## src/hw/rtl/odp_pkg.sv

```systemverilog
// ---------------------------------------------------------------------------
// odp_pkg
// Shared types, codes and reset values for the offscreen detect policy unit.
// ---------------------------------------------------------------------------
package odp_pkg;

    localparam int unsigned MICROS_IN_MILLI = 1000;
    localparam int unsigned MICROS_IN_SEC   = 1000000;

    // field widths fixed by the interface
    localparam int unsigned TIME_W     = 63;
    localparam int unsigned COUNT_IN_W = 16;
    localparam int unsigned CFG_W      = 32;
    localparam int unsigned CFG_IDX_W  = 3;
    localparam int unsigned THR_CFG_W  = 16;
    localparam int unsigned MARGIN_W   = 8;

    // default for the count width parameter
    localparam int unsigned COUNT_BITS_DEF = 16;

    // register reset values
    localparam logic [THR_CFG_W-1:0] DEF_THRESHOLD     = 16'd10;
    localparam logic [MARGIN_W-1:0]  DEF_MARGIN        = 8'd2;
    localparam logic [CFG_W-1:0]     DEF_QUERY_IVL_US  = CFG_W'(2000 * MICROS_IN_MILLI);
    localparam logic [CFG_W-1:0]     DEF_FAST_TICK_US  = CFG_W'(3 * MICROS_IN_SEC);
    localparam logic [CFG_W-1:0]     DEF_SLOW_TICK_US  = CFG_W'(15 * MICROS_IN_SEC);
    localparam logic [CFG_W-1:0]     DEF_HEARTBEAT_US  = CFG_W'(60 * MICROS_IN_SEC);
    localparam logic [CFG_W-1:0]     DEF_ACT_WINDOW_US = CFG_W'(10 * MICROS_IN_SEC);
    localparam logic [CFG_W-1:0]     DEF_SILENCE_US    = CFG_W'(90 * MICROS_IN_SEC);

    // input within this long of an unknown verdict means the screen is on, unless a calibrated sample decides
    localparam logic [CFG_W-1:0]     FRESH_INPUT_US    = CFG_W'(1 * MICROS_IN_SEC);

    // event kinds
    typedef enum logic [1:0] {
        OP_SAMPLE  = 2'd0,
        OP_INPUT   = 2'd1,
        OP_VERDICT = 2'd2,
        OP_TICK    = 2'd3
    } t_op;

    // verdict codes (anything else is treated as unknown)
    localparam logic [1:0] SCR_ON      = 2'd0;
    localparam logic [1:0] SCR_OFF     = 2'd1;

    // configuration register indexes
    typedef enum logic [CFG_IDX_W-1:0] {
        REG_DEF_THRESHOLD = 3'd0,
        REG_MARGIN        = 3'd1,
        REG_QUERY_IVL     = 3'd2,
        REG_FAST_TICK     = 3'd3,
        REG_SLOW_TICK     = 3'd4,
        REG_HEARTBEAT     = 3'd5,
        REG_ACT_WINDOW    = 3'd6,
        REG_SILENCE       = 3'd7
    } t_reg_idx;

    typedef struct packed {
        logic [THR_CFG_W-1:0] base_threshold;
        logic [MARGIN_W-1:0]  band_gap;
        logic [CFG_W-1:0]     query_interval_us;
        logic [CFG_W-1:0]     fast_tick_us;
        logic [CFG_W-1:0]     slow_tick_us;
        logic [CFG_W-1:0]     steady_tick_us;
        logic [CFG_W-1:0]     busy_window_us;
        logic [CFG_W-1:0]     silence_off_us;
    } t_cfg;

    typedef struct packed {
        logic [1:0]            op;
        logic [COUNT_IN_W-1:0] count;
        logic [TIME_W-1:0]     now_us;
        logic [1:0]            screen_state;
    } t_event;

    typedef struct packed {
        logic             query_request;
        logic             publish_change;
        logic             offscreen_value;
        logic [CFG_W-1:0] rearm_tick_us;
    } t_result;

endpackage

```

## src/hw/rtl/offscreen_detect_policy_unit.sv

```systemverilog
// ---------------------------------------------------------------------------
// offscreen_detect_policy_unit
// Screen-off detector: learns on/off count bands and publishes flag changes.
// ---------------------------------------------------------------------------
// Takes one event beat per clock and returns one result beat per event. An
// accepted event sits in an input register; the policy logic decides it and
// updates the detector state as the event leaves that register, and the
// outcome is loaded into a result register at the same edge, from which the
// result beat is offered. Throughput is one event per cycle for as long as the
// result side keeps taking beats. A waiting result holds the event in the input
// register, so the input stalls once both registers are full; with the input
// register empty one more event is still taken. The state loop that sets the
// rate is the detector state update in odp_policy. Configuration is written at
// any edge with i_cfg_we high and should change only while idle.
module offscreen_detect_policy_unit
    import odp_pkg::*;
#(
    parameter int unsigned COUNT_BITS = COUNT_BITS_DEF
) (
    input  logic                  i_clk,
    input  logic                  i_rst_n,
    // configuration
    input  logic                  i_cfg_we,
    input  logic [CFG_IDX_W-1:0]  i_cfg_idx,
    input  logic [CFG_W-1:0]      i_cfg_data,
    // events
    input  logic                  i_in_valid,
    output logic                  o_in_ready,
    input  logic [1:0]            i_op,
    input  logic [COUNT_IN_W-1:0] i_count,
    input  logic [TIME_W-1:0]     i_now_us,
    input  logic [1:0]            i_screen_state,
    // results
    output logic                  o_out_valid,
    input  logic                  i_out_ready,
    output logic                  o_query_request,
    output logic                  o_publish_change,
    output logic                  o_offscreen_value,
    output logic [CFG_W-1:0]      o_rearm_tick_us
);

    t_cfg    w_cfg;
    t_event  r_in;
    t_result r_out, w_res;
    logic    r_in_valid, r_out_valid;
    logic    w_adv;

    odp_cfg u_cfg (
        .i_clk      (i_clk),
        .i_rst_n    (i_rst_n),
        .i_cfg_we   (i_cfg_we),
        .i_cfg_idx  (i_cfg_idx),
        .i_cfg_data (i_cfg_data),
        .o_cfg      (w_cfg)
    );

    // the held event moves on when the result slot is free or draining
    assign w_adv      = r_in_valid && (!r_out_valid || i_out_ready);
    assign o_in_ready = !r_in_valid || w_adv;

    odp_policy #(
        .COUNT_BITS (COUNT_BITS)
    ) u_policy (
        .i_clk   (i_clk),
        .i_rst_n (i_rst_n),
        .i_en    (w_adv),
        .i_ev    (r_in),
        .i_cfg   (w_cfg),
        .o_res   (w_res)
    );

    // stage valids
    always_ff @(posedge i_clk) begin
        if (!i_rst_n) begin
            r_in_valid  <= 1'b0;
            r_out_valid <= 1'b0;
        end else begin
            if (o_in_ready) begin
                r_in_valid <= i_in_valid;
            end
            if (w_adv) begin
                r_out_valid <= 1'b1;
            end else if (i_out_ready) begin
                r_out_valid <= 1'b0;
            end
        end
    end

    // stage payloads
    always_ff @(posedge i_clk) begin
        if (o_in_ready && i_in_valid) begin
            r_in.op           <= i_op;
            r_in.count        <= i_count;
            r_in.now_us       <= i_now_us;
            r_in.screen_state <= i_screen_state;
        end
        if (w_adv) begin
            r_out <= w_res;
        end
    end

    assign o_out_valid       = r_out_valid;
    assign o_query_request   = r_out.query_request;
    assign o_publish_change  = r_out.publish_change;
    assign o_offscreen_value = r_out.offscreen_value;
    assign o_rearm_tick_us   = r_out.rearm_tick_us;

endmodule

```

## src/hw/rtl/odp_cfg.sv

```systemverilog
// ---------------------------------------------------------------------------
// odp_cfg
// Configuration register file, written through a plain write port.
// ---------------------------------------------------------------------------
module odp_cfg
    import odp_pkg::*;
(
    input  logic                 i_clk,
    input  logic                 i_rst_n,
    input  logic                 i_cfg_we,
    input  logic [CFG_IDX_W-1:0] i_cfg_idx,
    input  logic [CFG_W-1:0]     i_cfg_data,
    output t_cfg                 o_cfg
);

    t_cfg r_cfg;
    t_cfg n_cfg;

    // decode the write
    always_comb begin
        n_cfg = r_cfg;
        if (i_cfg_we) begin
            case (t_reg_idx'(i_cfg_idx))
                REG_DEF_THRESHOLD: n_cfg.base_threshold    = i_cfg_data[THR_CFG_W-1:0];
                REG_MARGIN:        n_cfg.band_gap          = i_cfg_data[MARGIN_W-1:0];
                REG_QUERY_IVL:     n_cfg.query_interval_us = i_cfg_data;
                REG_FAST_TICK:     n_cfg.fast_tick_us      = i_cfg_data;
                REG_SLOW_TICK:     n_cfg.slow_tick_us      = i_cfg_data;
                REG_HEARTBEAT:     n_cfg.steady_tick_us    = i_cfg_data;
                REG_ACT_WINDOW:    n_cfg.busy_window_us    = i_cfg_data;
                REG_SILENCE:       n_cfg.silence_off_us    = i_cfg_data;
                default:           n_cfg = r_cfg;
            endcase
        end
    end

    always_ff @(posedge i_clk) begin
        if (!i_rst_n) begin
            r_cfg.base_threshold    <= DEF_THRESHOLD;
            r_cfg.band_gap          <= DEF_MARGIN;
            r_cfg.query_interval_us <= DEF_QUERY_IVL_US;
            r_cfg.fast_tick_us      <= DEF_FAST_TICK_US;
            r_cfg.slow_tick_us      <= DEF_SLOW_TICK_US;
            r_cfg.steady_tick_us    <= DEF_HEARTBEAT_US;
            r_cfg.busy_window_us    <= DEF_ACT_WINDOW_US;
            r_cfg.silence_off_us    <= DEF_SILENCE_US;
        end else begin
            r_cfg <= n_cfg;
        end
    end

    assign o_cfg = r_cfg;

endmodule

```

## src/hw/rtl/odp_policy.sv

```systemverilog
// ---------------------------------------------------------------------------
// odp_policy
// Detector state and the single-pass decision logic for one event beat.
// ---------------------------------------------------------------------------
module odp_policy
    import odp_pkg::*;
#(
    parameter int unsigned COUNT_BITS = COUNT_BITS_DEF
) (
    input  logic    i_clk,
    input  logic    i_rst_n,
    input  logic    i_en,
    input  t_event  i_ev,
    input  t_cfg    i_cfg,
    output t_result o_res
);

    localparam int unsigned CW = COUNT_BITS;
    localparam int unsigned TW = (CW > THR_CFG_W) ? CW : THR_CFG_W;
    localparam int unsigned MW = ((CW > MARGIN_W) ? CW : MARGIN_W) + 1;

    // elapsed time from then to now below win; time running backwards counts as below
    function automatic logic f_within(input logic [TIME_W-1:0] now,
                                      input logic [TIME_W-1:0] then,
                                      input logic [CFG_W-1:0]  win);
        logic [TIME_W-1:0] d;
        d = now - then;
        return (now < then) || (d < TIME_W'(win));
    endfunction

    // state
    logic              r_flag, r_cal, r_onv, r_offv, r_sample_valid;
    logic              r_start_valid, r_input_seen, r_act_seen, r_query_seen, r_pending;
    logic [CW-1:0]     r_on_max, r_off_min, r_last_sample;
    logic [TIME_W-1:0] r_start_time, r_lit, r_lat, r_lqt;

    logic              n_flag, n_cal, n_onv, n_offv, n_sample_valid;
    logic              n_start_valid, n_input_seen, n_act_seen, n_query_seen, n_pending;
    logic [CW-1:0]     n_on_max, n_off_min, n_last_sample;
    logic [TIME_W-1:0] n_start_time, n_lit, n_lat, n_lqt;

    logic [TIME_W-1:0] w_now;
    logic [CW-1:0]     w_cnt;
    logic [CW:0]       w_mid_sum;
    logic [TW-1:0]     w_thr;

    // learned band update
    logic              l_clr, l_onv_c, l_offv_c;
    logic              l_onv, l_offv, l_cal;
    logic [CW-1:0]     l_on_max, l_off_min;

    // rate limiter
    logic              w_ask_try, w_ask_bypass, w_ask_ok;

    // unknown verdict
    logic              w_recent, w_silent;
    logic [TIME_W-1:0] w_ref, w_ref_diff;

    assign w_now = i_ev.now_us;
    assign w_cnt = CW'(i_ev.count);

    // working threshold: band midpoint once calibrated
    assign w_mid_sum = {1'b0, r_on_max} + {1'b0, r_off_min};
    assign w_thr     = r_cal ? TW'(w_mid_sum[CW:1]) : TW'(i_cfg.base_threshold);

    // band learning from the last sample under an on or off verdict
    always_comb begin
        l_clr     = 1'b0;
        l_onv_c   = r_onv;
        l_offv_c  = r_offv;
        l_onv     = r_onv;
        l_offv    = r_offv;
        l_on_max  = r_on_max;
        l_off_min = r_off_min;
        if (i_ev.screen_state == SCR_ON) begin
            l_clr    = r_offv && (r_last_sample >= r_off_min);
            l_onv_c  = r_onv && !l_clr;
            l_offv   = r_offv && !l_clr;
            if (!l_onv_c || (r_last_sample > r_on_max)) begin
                l_on_max = r_last_sample;
            end
            l_onv    = 1'b1;
        end else begin
            l_clr    = r_onv && (r_last_sample <= r_on_max);
            l_offv_c = r_offv && !l_clr;
            l_onv    = r_onv && !l_clr;
            if (!l_offv_c || (r_last_sample < r_off_min)) begin
                l_off_min = r_last_sample;
            end
            l_offv   = 1'b1;
        end
        l_cal = l_onv && l_offv &&
                (MW'(l_off_min) > (MW'(l_on_max) + MW'(i_cfg.band_gap)));
    end

    // unknown verdict: a calibrated sample decides, else fresh input means on, long silence means off
    assign w_recent   = r_input_seen && f_within(w_now, r_lit, FRESH_INPUT_US);
    assign w_ref      = r_input_seen ? r_lit : (r_start_valid ? r_start_time : w_now);
    assign w_ref_diff = w_now - w_ref;
    assign w_silent   = (w_now > w_ref) && (w_ref_diff > TIME_W'(i_cfg.silence_off_us));

    // user input skips the rate limit
    assign w_ask_bypass = (t_op'(i_ev.op) == OP_INPUT);

    // verdict request gate
    assign w_ask_ok = !r_pending &&
                      (w_ask_bypass || !r_query_seen ||
                       !f_within(w_now, r_lqt, i_cfg.query_interval_us));

    // event decode and next state
    always_comb begin
        n_flag         = r_flag;
        n_cal          = r_cal;
        n_onv          = r_onv;
        n_offv         = r_offv;
        n_sample_valid = r_sample_valid;
        n_start_valid  = r_start_valid;
        n_input_seen   = r_input_seen;
        n_act_seen     = r_act_seen;
        n_query_seen   = r_query_seen;
        n_pending      = r_pending;
        n_on_max       = r_on_max;
        n_off_min      = r_off_min;
        n_last_sample  = r_last_sample;
        n_start_time   = r_start_time;
        n_lit          = r_lit;
        n_lat          = r_lat;
        n_lqt          = r_lqt;
        w_ask_try      = 1'b0;
        o_res          = '0;

        if (!r_start_valid) begin
            n_start_valid = 1'b1;
            n_start_time  = w_now;
        end

        case (t_op'(i_ev.op))
            OP_SAMPLE: begin
                n_last_sample  = w_cnt;
                n_sample_valid = 1'b1;
                n_lat          = w_now;
                n_act_seen     = 1'b1;
                w_ask_try      = ((TW'(w_cnt) > w_thr) != r_flag) || !r_cal;
            end
            OP_INPUT: begin
                n_lit        = w_now;
                n_input_seen = 1'b1;
                n_lat        = w_now;
                n_act_seen   = 1'b1;
                w_ask_try    = r_flag;
            end
            OP_VERDICT: begin
                if (i_ev.screen_state == SCR_ON || i_ev.screen_state == SCR_OFF) begin
                    n_flag = (i_ev.screen_state == SCR_OFF);
                    if (r_sample_valid) begin
                        n_onv     = l_onv;
                        n_offv    = l_offv;
                        n_on_max  = l_on_max;
                        n_off_min = l_off_min;
                        n_cal     = l_cal;
                    end
                end else if (r_cal && r_sample_valid) begin
                    n_flag = TW'(r_last_sample) > w_thr;
                end else if (w_recent) begin
                    n_flag = 1'b0;
                end else if (w_silent) begin
                    n_flag = 1'b1;
                end
                o_res.publish_change  = (n_flag != r_flag);
                o_res.offscreen_value = (n_flag != r_flag) && n_flag;
            end
            OP_TICK: begin
                w_ask_try = 1'b1;
                if (r_cal) begin
                    o_res.rearm_tick_us = i_cfg.steady_tick_us;
                end else if (r_act_seen && f_within(w_now, r_lat, i_cfg.busy_window_us)) begin
                    o_res.rearm_tick_us = i_cfg.fast_tick_us;
                end else begin
                    o_res.rearm_tick_us = i_cfg.slow_tick_us;
                end
            end
            default: begin
                o_res = '0;
            end
        endcase

        if (w_ask_try && w_ask_ok) begin
            o_res.query_request = 1'b1;
            n_pending           = 1'b1;
            n_query_seen        = 1'b1;
            n_lqt               = w_now;
        end
        // a verdict closes the request in flight
        if (t_op'(i_ev.op) == OP_VERDICT) begin
            n_pending = 1'b0;
        end
    end

    always_ff @(posedge i_clk) begin
        if (!i_rst_n) begin
            r_flag         <= 1'b0;
            r_cal          <= 1'b0;
            r_onv          <= 1'b0;
            r_offv         <= 1'b0;
            r_sample_valid <= 1'b0;
            r_start_valid  <= 1'b0;
            r_input_seen   <= 1'b0;
            r_act_seen     <= 1'b0;
            r_query_seen   <= 1'b0;
            r_pending      <= 1'b0;
            r_on_max       <= '0;
            r_off_min      <= '0;
            r_last_sample  <= '0;
            r_start_time   <= '0;
            r_lit          <= '0;
            r_lat          <= '0;
            r_lqt          <= '0;
        end else if (i_en) begin
            r_flag         <= n_flag;
            r_cal          <= n_cal;
            r_onv          <= n_onv;
            r_offv         <= n_offv;
            r_sample_valid <= n_sample_valid;
            r_start_valid  <= n_start_valid;
            r_input_seen   <= n_input_seen;
            r_act_seen     <= n_act_seen;
            r_query_seen   <= n_query_seen;
            r_pending      <= n_pending;
            r_on_max       <= n_on_max;
            r_off_min      <= n_off_min;
            r_last_sample  <= n_last_sample;
            r_start_time   <= n_start_time;
            r_lit          <= n_lit;
            r_lat          <= n_lat;
            r_lqt          <= n_lqt;
        end
    end

    // calibration needs both bands learnt
    a_cal_bands: assert property (@(posedge i_clk) disable iff (!i_rst_n)
        r_cal |-> (r_onv && r_offv))
        else $error("calibrated without both bands");

    // an issued request leaves one in flight
    a_req_pending: assert property (@(posedge i_clk) disable iff (!i_rst_n)
        (i_en && o_res.query_request) |=> r_pending)
        else $error("request issued but none pending");

    // a published change is what the flag now holds
    a_pub_flag: assert property (@(posedge i_clk) disable iff (!i_rst_n)
        (i_en && o_res.publish_change) |=> (r_flag == $past(o_res.offscreen_value)))
        else $error("published value differs from flag");

    // only a verdict publishes
    a_pub_verdict: assert property (@(posedge i_clk) disable iff (!i_rst_n)
        o_res.publish_change |-> (t_op'(i_ev.op) == OP_VERDICT))
        else $error("change published on a non-verdict event");

endmodule
```

## config.mk

```make
export PLATFORM = sky130hd
export DESIGN_NAME = offscreen_detect_policy_unit
export DESIGN_NICKNAME = d
export VERILOG_FILES = /design/src/hw/rtl/odp_pkg.sv /design/src/hw/rtl/offscreen_detect_policy_unit.sv /design/src/hw/rtl/odp_cfg.sv /design/src/hw/rtl/odp_policy.sv
export SDC_FILE = /design/constraint.sdc
export NUM_CORES = 2
export LEC_CHECK = 0
export ABC_AREA = 1
export BUFFER_PORTS_ARGS = -buffer_cell sky130_fd_sc_hd__buf_2
export CAP_MARGIN = 0
export CELL_PAD_IN_SITES_DETAIL_PLACEMENT = 1
export CELL_PAD_IN_SITES_GLOBAL_PLACEMENT = 1
export CORE_MARGIN = 2
export CORE_UTILIZATION = 41
export CTS_BUF_LIST = sky130_fd_sc_hd__clkbuf_16
export CTS_CLUSTER_DIAMETER = 80
export DETAILED_ROUTE_END_ITERATION = 16
export HOLD_SLACK_MARGIN = 0.03
export PLACE_DENSITY = 0.88
export SYNTH_ARGS = -nofsm -noshare
export SYNTH_HDL_FRONTEND = slang
export SYNTH_SLANG_ARGS = --single-unit
export TNS_END_PERCENT = 30
```

## constraint.sdc

```tcl
create_clock -name i_clk -period 5.5 [get_ports i_clk]
set_input_delay 0.825 -clock i_clk [delete_from_list [all_inputs] [get_ports i_clk]]
set_output_delay 0.825 -clock i_clk [all_outputs]
set_load 0.02 [all_outputs]
```

# == After elaboration in Yosys (flattened, before gate mapping) ==
# Cells that the tools add are included.
# op_classes
n_eq_ne,13
magnitude_cmp,15
add_sub_neg,6
mux,22
n_reduce_logical,59
# ops
cell,count
$sub 63x63->63,4
$lt 63x63->1,3
$lt 63x32->1,2
$mux 63,2
$mux 16,5
$mux 32,2
$gt 63x32->1,1
$gt 63x63->1,1
$lt 63x20->1 const B,1
$gt 16x16->1,3
$reduce_and 2->1,14
$add 16x16->17,1
$add 16x8->17,1
$gt 16x17->1,1
$logic_and 1x1->1,17
$ge 16x16->1,1
$le 16x16->1,1
$lt 16x16->1,1
$eq 3x3->1 const B,4
$mux 1,12
$logic_or 1x1->1,11
$logic_not 1->1,10
$eq 3x2->1 const B,2
$eq 2x1->1 const B,2
9 further kinds,13
# totals
register_bits,646
out_inout_bits,37
elab_cells,150

# == Logic depth before layout (Yosys ltp) ==
# logic_depth
ltp_word,12
ltp_mapped,39
mapped_depth_nobuf,38

# == Hierarchy ==
# From an unflattened synthesis, not the netlist that was laid out.
# hier_totals
hier_cells,9201
hier_area_um2,54551.1
# by_module_without_submodules
mod,cells_per_inst,area_each_um2,seq_area_each_um2,n_inst
odp_policy,7911,42512.0,6206.0,1
odp_cfg,1159,8400.6,4324.1,1
offscreen_detect_policy_unit,131,3638.5,3583.4,1

# == Worst setup path before layout ==
# No wires, ideal clock.
# synth_path
path_kind,register to register
from,reg u_policy.r_on_max[15]
to,reg u_policy.r_cal
slack_ns,-0.232
arrival_time_ns,5.600
path_stages_with_launch,35
path_buffers,3
setup_time_ns,0.132
period_less_slack_ns,5.732
cell_sequence,dfxtp_1 -> inv_1 -> ha_1 -> nand4_1 -> inv_1 -> nand2_1 -> nor3b_1 -> nand2_1 -> a21boi_0 -> o21ai_0 -> nand2_1 -> buf_2 -> clkbuf_1 -> clkbuf_1 -> nand2_1 -> o21ai_0 -> ha_1 -> inv_1 -> fa_1 -> nand3b_1 -> and2_1 -> inv_1 -> a21oi_1 -> inv_1 -> nand2_1 -> nor3_1 -> nand3_1 -> xor2_1 -> ha_1 -> nand2_1 -> or4_1 -> o41ai_1 -> nor3b_1 -> nand2_1 -> a21oi_1
# synth_via
word_cells_on_any_way,18
# synth_lines
element,line_no,rtl
"start, declared",odp_policy.sv:34,"logic [CW-1:0] r_on_max, r_off_min, r_last_sample;"
"start signal, assigned",odp_policy.sv:229,r_on_max <= n_on_max;
$gt 16x16->1,odp_policy.sv:79,if (!l_onv_c || (r_last_sample > r_on_max)) begin
$logic_or 1x1->1,odp_policy.sv:79,
$mux 16,odp_policy.sv:79,
$mux 16,odp_policy.sv:75,if (i_ev.screen_state == SCR_ON) begin
via u_policy.l_on_max[0],odp_policy.sv:50,"logic [CW-1:0] l_on_max, l_off_min;"
$add 16x8->17,odp_policy.sv:93,(MW'(l_off_min) > (MW'(l_on_max) + MW'(i_cfg.band_gap)));
$gt 16x17->1,odp_policy.sv:93,
$logic_and 1x1->1,odp_policy.sv:92,l_cal = l_onv && l_offv &&
"end signal, assigned",odp_policy.sv:220,r_cal <= n_cal;
"end, declared",odp_policy.sv:32,"logic r_flag, r_cal, r_onv, r_offv, r_sample_valid;"
# The timed path passes the listed nets, and every way through them passes these cells.
# A chain may end at the register's enable or synchronous reset.

# == Worst setup path after layout ==
# layout_path
from,reg u_policy.r_start_valid
to,"reg r_out (netlist bit o_publish_change), data pin"
# layout_via
elab_chain_cells,11
word_cells_on_any_way,12
# layout_lines
element,line_no,rtl
"start, declared",odp_policy.sv:33,"logic r_start_valid, r_input_seen, r_act_seen, r_query_seen, r_pending;"
"start signal, assigned",odp_policy.sv:224,r_start_valid <= n_start_valid;
$mux 63 * (2 in a row),odp_policy.sv:98,assign w_ref = r_input_seen ? r_lit : (r_start_valid ? r_start_time : w_now);
$sub 63x63->63,odp_policy.sv:99,assign w_ref_diff = w_now - w_ref;
$gt 63x32->1,odp_policy.sv:100,assign w_silent = (w_now > w_ref) && (w_ref_diff > TIME_W'(i_cfg.silence_off_us));
$logic_and 1x1->1 *,odp_policy.sv:100,
$mux 1 *,odp_policy.sv:166,end else if (w_silent) begin
$mux 1 *,odp_policy.sv:164,end else if (w_recent) begin
$mux 1 *,odp_policy.sv:162,end else if (r_cal && r_sample_valid) begin
$mux 1 *,odp_policy.sv:153,if (i_ev.screen_state == SCR_ON || i_ev.screen_state == SCR_OFF) begin
$mux 1 *,odp_policy.sv:137,case (t_op'(i_ev.op))
$ne 1x1->1 *,odp_policy.sv:169,o_res.publish_change = (n_flag != r_flag);
"end signal, assigned",offscreen_detect_policy_unit.sv:98,r_out <= w_res;
"end, declared",offscreen_detect_policy_unit.sv:44,"t_result r_out, w_res;"
# Mark *: on every way between the ends. The rest lies on a longest branch, timed or not. The select of a mux whose other input is x is not followed.

==> impl_metrics.py <==
metrics = {
    "route": {
        "firstDrtPassIters": 5,
        "wl_per_cell_um": 22.0,
        "drt_iter0_markers": 4630,
        "drc": 0,
        "totalWireLength_um": 235000,
        "ant_nets": 0,
        "via_per_inst": 5.60,
        "routed-via-count": 60052,
    },
    "logic_synthesis": {
        "ys_seq_area_share_pct": 26.7,
        "synth_cells": 8718,
        "synth-seq-cells": 646,
        "synth_area_um2": 52800,
        "yosys_warnings": 0,
        "synthesis.nets": 9295,
        "async_reset_ff_share_pct": 0,
        "avgSynthCellArea_um2": 6.05,
        "synthFlopType": "dfxtp_1",
        "ys_types": 53,
        "synth_commonest_cells": "2447 x nand2_1, 1504 x inv_1, 1075 x nor2_1, 716 x a21oi_1, 606 x o21ai_0",
        "synth_top_area_share_pct": 20.0,
        "synth_edf_count": 118,
        "synth_top_area_cell": "dfxtp_1",
        "synth_area_leaders": "dfxtp_1 20%, nand2_1 17%, inv_1 11%, ha_1 11%, nor2_1 7.6%",
        "synth.most_common_cell": "nand2_1",
    },
    "layout": {
        "stdcell_area_um2": 60200,
        "final_util_pct": 47.1,
        "fillCellCount": 17365,
        "final_nets": 9555,
        "drive_gt1_share_pct": 7.53,
        "instances_no_fill": 10715,
        "area_delta_synth_final_pct": 14.1,
    },
    "setup_path": {
        "slowest_delay_ns": 0.40,
        "crit_path_frequent_cell": "nand2_1",
        "required_ns": 6.09,
        "critPathLaunchType": "register",
        "worst_ep_arrival_time_ns": 6.05,
        "cp-end-kind": "register",
        "r2r_start": "u_policy.r_start_valid",
        "path_delay_family": "simple AND/OR/NAND/NOR gates",
        "worst-path-max-fanout": 6,
        "crit_slowest_cell": "dfxtp_4",
        "r2r-end": "o_publish_change",
        "reg2reg_slack_ns": 0.04,
        "crit_type": "register to register",
        "ff2ff_path_depth": 37,
        "cp_num_buf_inv": 8,
    },
    "grt": {
        "grt_pass1_vias": 60924,
        "grt_max_degree": 157,
        "overflow": 0,
        "grtUsageTotal_pct": 33.9,
        "grt_pass1_wl_um": 346000,
        "antenna_found_initial": 6,
    },
    "sta": {
        "slew_viol_final": 0,
        "worst_pin_slew_ns": 1.36,
        "grt_setup_unrepaired": "yes",
        "setup_viol": 0,
        "post-route-min-period_ns": 5.46,
        "hold_viol_final": 0,
        "clock.fmax_ghz": 0.183,
        "fin_crit_sh_pct": 99.3,
        "slew_headroom_pct": 9.10,
        "finClkSkew_ns": 0.0899,
    },
    "power_and_ir_drop": {
        "powerDensity_nw_per_um2": 272,
        "leakage_nw": 30.6,
        "peakVddDrop_uv": 265,
    },
    "die": {
        "coreArea_um2": 128000,
        "io_pins": 160,
        "dieArea_um2": 132000,
        "rows": 131,
        "die_w_um": 363,
        "start_util_pct": 41.3,
        "die_y_um": 363,
    },
    "placement": {
        "gp_congestion": 1.01,
        "dpl_cell_area_um2": 56500,
        "dp_hpwl_um": 184000,
        "port_buffers": 159,
        "place_inst": 10518,
    },
    "worst_hold_path": {
        "worstHoldPathCells": 1,
        "whs_endpoint": "r_in[11]",
        "min_from": "i_now_us[9]",
        "hold_class": "primary input to register",
    },
    "cts": {
        "clock-root-buffer": "clkbuf_16",
        "clockBufferDepth": 3,
        "holdBufCountCts": 0,
        "cts_tree": "built",
        "worstSkewPairLatency_ns": 0.76,
        "clkTransAtPathRegs_ns": 0.06,
        "cts_sinks": 646,
        "tritoncts.num_buffers": 84,
        "htree_levels": 3,
    },
    "outcome": {
        "status": "finished, final reports clean",
    },
    "job": {
        "cap_violations": 0,
    },
}
==> registers in the layout, indices dropped and copies added, names as in the netlist, 16 cells and up <==
signal / flops
u_policy.r_lit: 63
u_policy.r_lat: 63
u_cfg.o_cfg: 216
o_rearm_tick_us: 32
u_policy.r_last_sample: 16
r_in: 83
u_policy.r_start_time: 63
u_policy.r_off_min: 16
u_policy.r_on_max: 16
u_policy.r_lqt: 63
==> worst register-to-register path, delay by kind of cell, from the launching register on <==
family / cells / cell delay, ns
DFF: 1 / 0.40
and+or+nand+nor: 22 / 2.55
xor gates and xnor gates: 1 / 0.06
AOI/OAI and AO/OA: 3 / 0.31
buffers and inverters: 8 / 0.91
adders and majority gates: 3 / 1.00
==> how the worst max path moves through the flow <==
stage,start,to,slack [ns],cells past startpoint
floorplan,u_policy.r_on_max[15],u_policy.r_cal,0.02,34
global placement,u_policy.r_on_max[13],u_policy.r_cal,-0.07,31
detailed placement,u_policy.r_on_max[14],u_policy.r_cal,-0.34,32
CTS,u_policy.r_off_min[0],u_policy.r_lqt[22],-0.03,37
global route,u_policy.r_start_valid,o_publish_change,-0.21,34
finish,u_policy.r_start_valid,o_publish_change,0.04,37
==> power by group <==
part           total (mW)  switching [mW]  internal [mW]  leakage, nW
clock network        5.72            2.45           3.26         1.45
logic                5.46            3.72           1.74         23.7
registers            5.22           0.172           5.05         5.46
==> timing repair <==
action,CTS,global route
setup endpoints to repair,67,70
setup buffers,1,28
gates resized for setup,16,113
pin swaps,2,45
cloned,1,6
==> logic make-up (layout without fill, tap and decap cells) <==
| logic type | count (synthesis) | in the layout | synth area share (%) |
|---|---|---|---|
| simple gates | 4216 | 4216 | 32.4 |
| compound gates | 1526 | 1526 | 15.4 |
| xor+xnor | 116 | 116 | 1.92 |
| flops | 646 | 646 | 26.7 |
| buf+inv | 1760 | 2091 | 12.6 |
| fa+ha+maj | 454 | 454 | 10.8 |
| other cells | 0 | 4 | 0 |
==> per-stage QoR <==
step | setup slack (ns) | power (mW) | TNS, ns | hold WS (ns)
global placement | -0.0669 | 10.2 | -0.0669 | 0.437
floorplan | 0.0152 | 8.58 | 0 | 0.426
finish | 0.0407 | 16.4 | 0 | 0.260
CTS | -0.0350 | 16.2 | -0.595 | 0.236
detailed placement | -0.340 | 10.5 | -0.384 | 0.444
global route | -0.210 | 17.2 | -4.61 | 0.249
==> area by class of cell <==
cell class,instances,area (µm²),share of cell area (%)
Sequential cell,646,14100,23.5
Clock buffer,86,2150,3.58
Inverter,1529,5760,9.56
Antenna cell,4,10.0,0.0166
Tap cell,1662,2080,3.45
Clock inverter,71,701,1.16
Multi-Input combinational cell,6312,32400,53.8
Timing Repair Buffer,405,2970,4.94
==> layer usage <==
metal	share of wire, %	vias up	GRT usage [%]
met5	0.0068	-	0
met4	6.4	2	18.9
met3	6.3	679	4.43
met2	46	1984	56.7
met1	41	29093	41.9
li1	-	28294	-
==> cell usage in the layout (no fill, tap or decap), types with 7 or more instances in the layout <==
cell type  instances
a211oi_1          69
a21o_1            16
a21oi_1          697
a21oi_2           19
buf_12            15
buf_2            158
buf_4            218
bufinv_16          8
clkbuf_16         91
clkinv_1          14
clkinv_2          11
dfxtp_1          526
edfxtp_1         118
ha_1             445
inv_1           1518
inv_2             25
inv_6              7
nand2_1         2430
nand2_2           27
nand3_1          351
nand3_2            8
nand3b_1          57
nand4_1          151
nor2_1          1060
nor2_2            21
nor3_1            66
nor3_2             7
nor4_1             9
o211ai_1          23
o21a_1            17
o21ai_0          587
o21ai_1           20
o21bai_1          35
xnor2_1           17
xor2_1            97
Note: power is estimated with default switching activity, not from simulation.
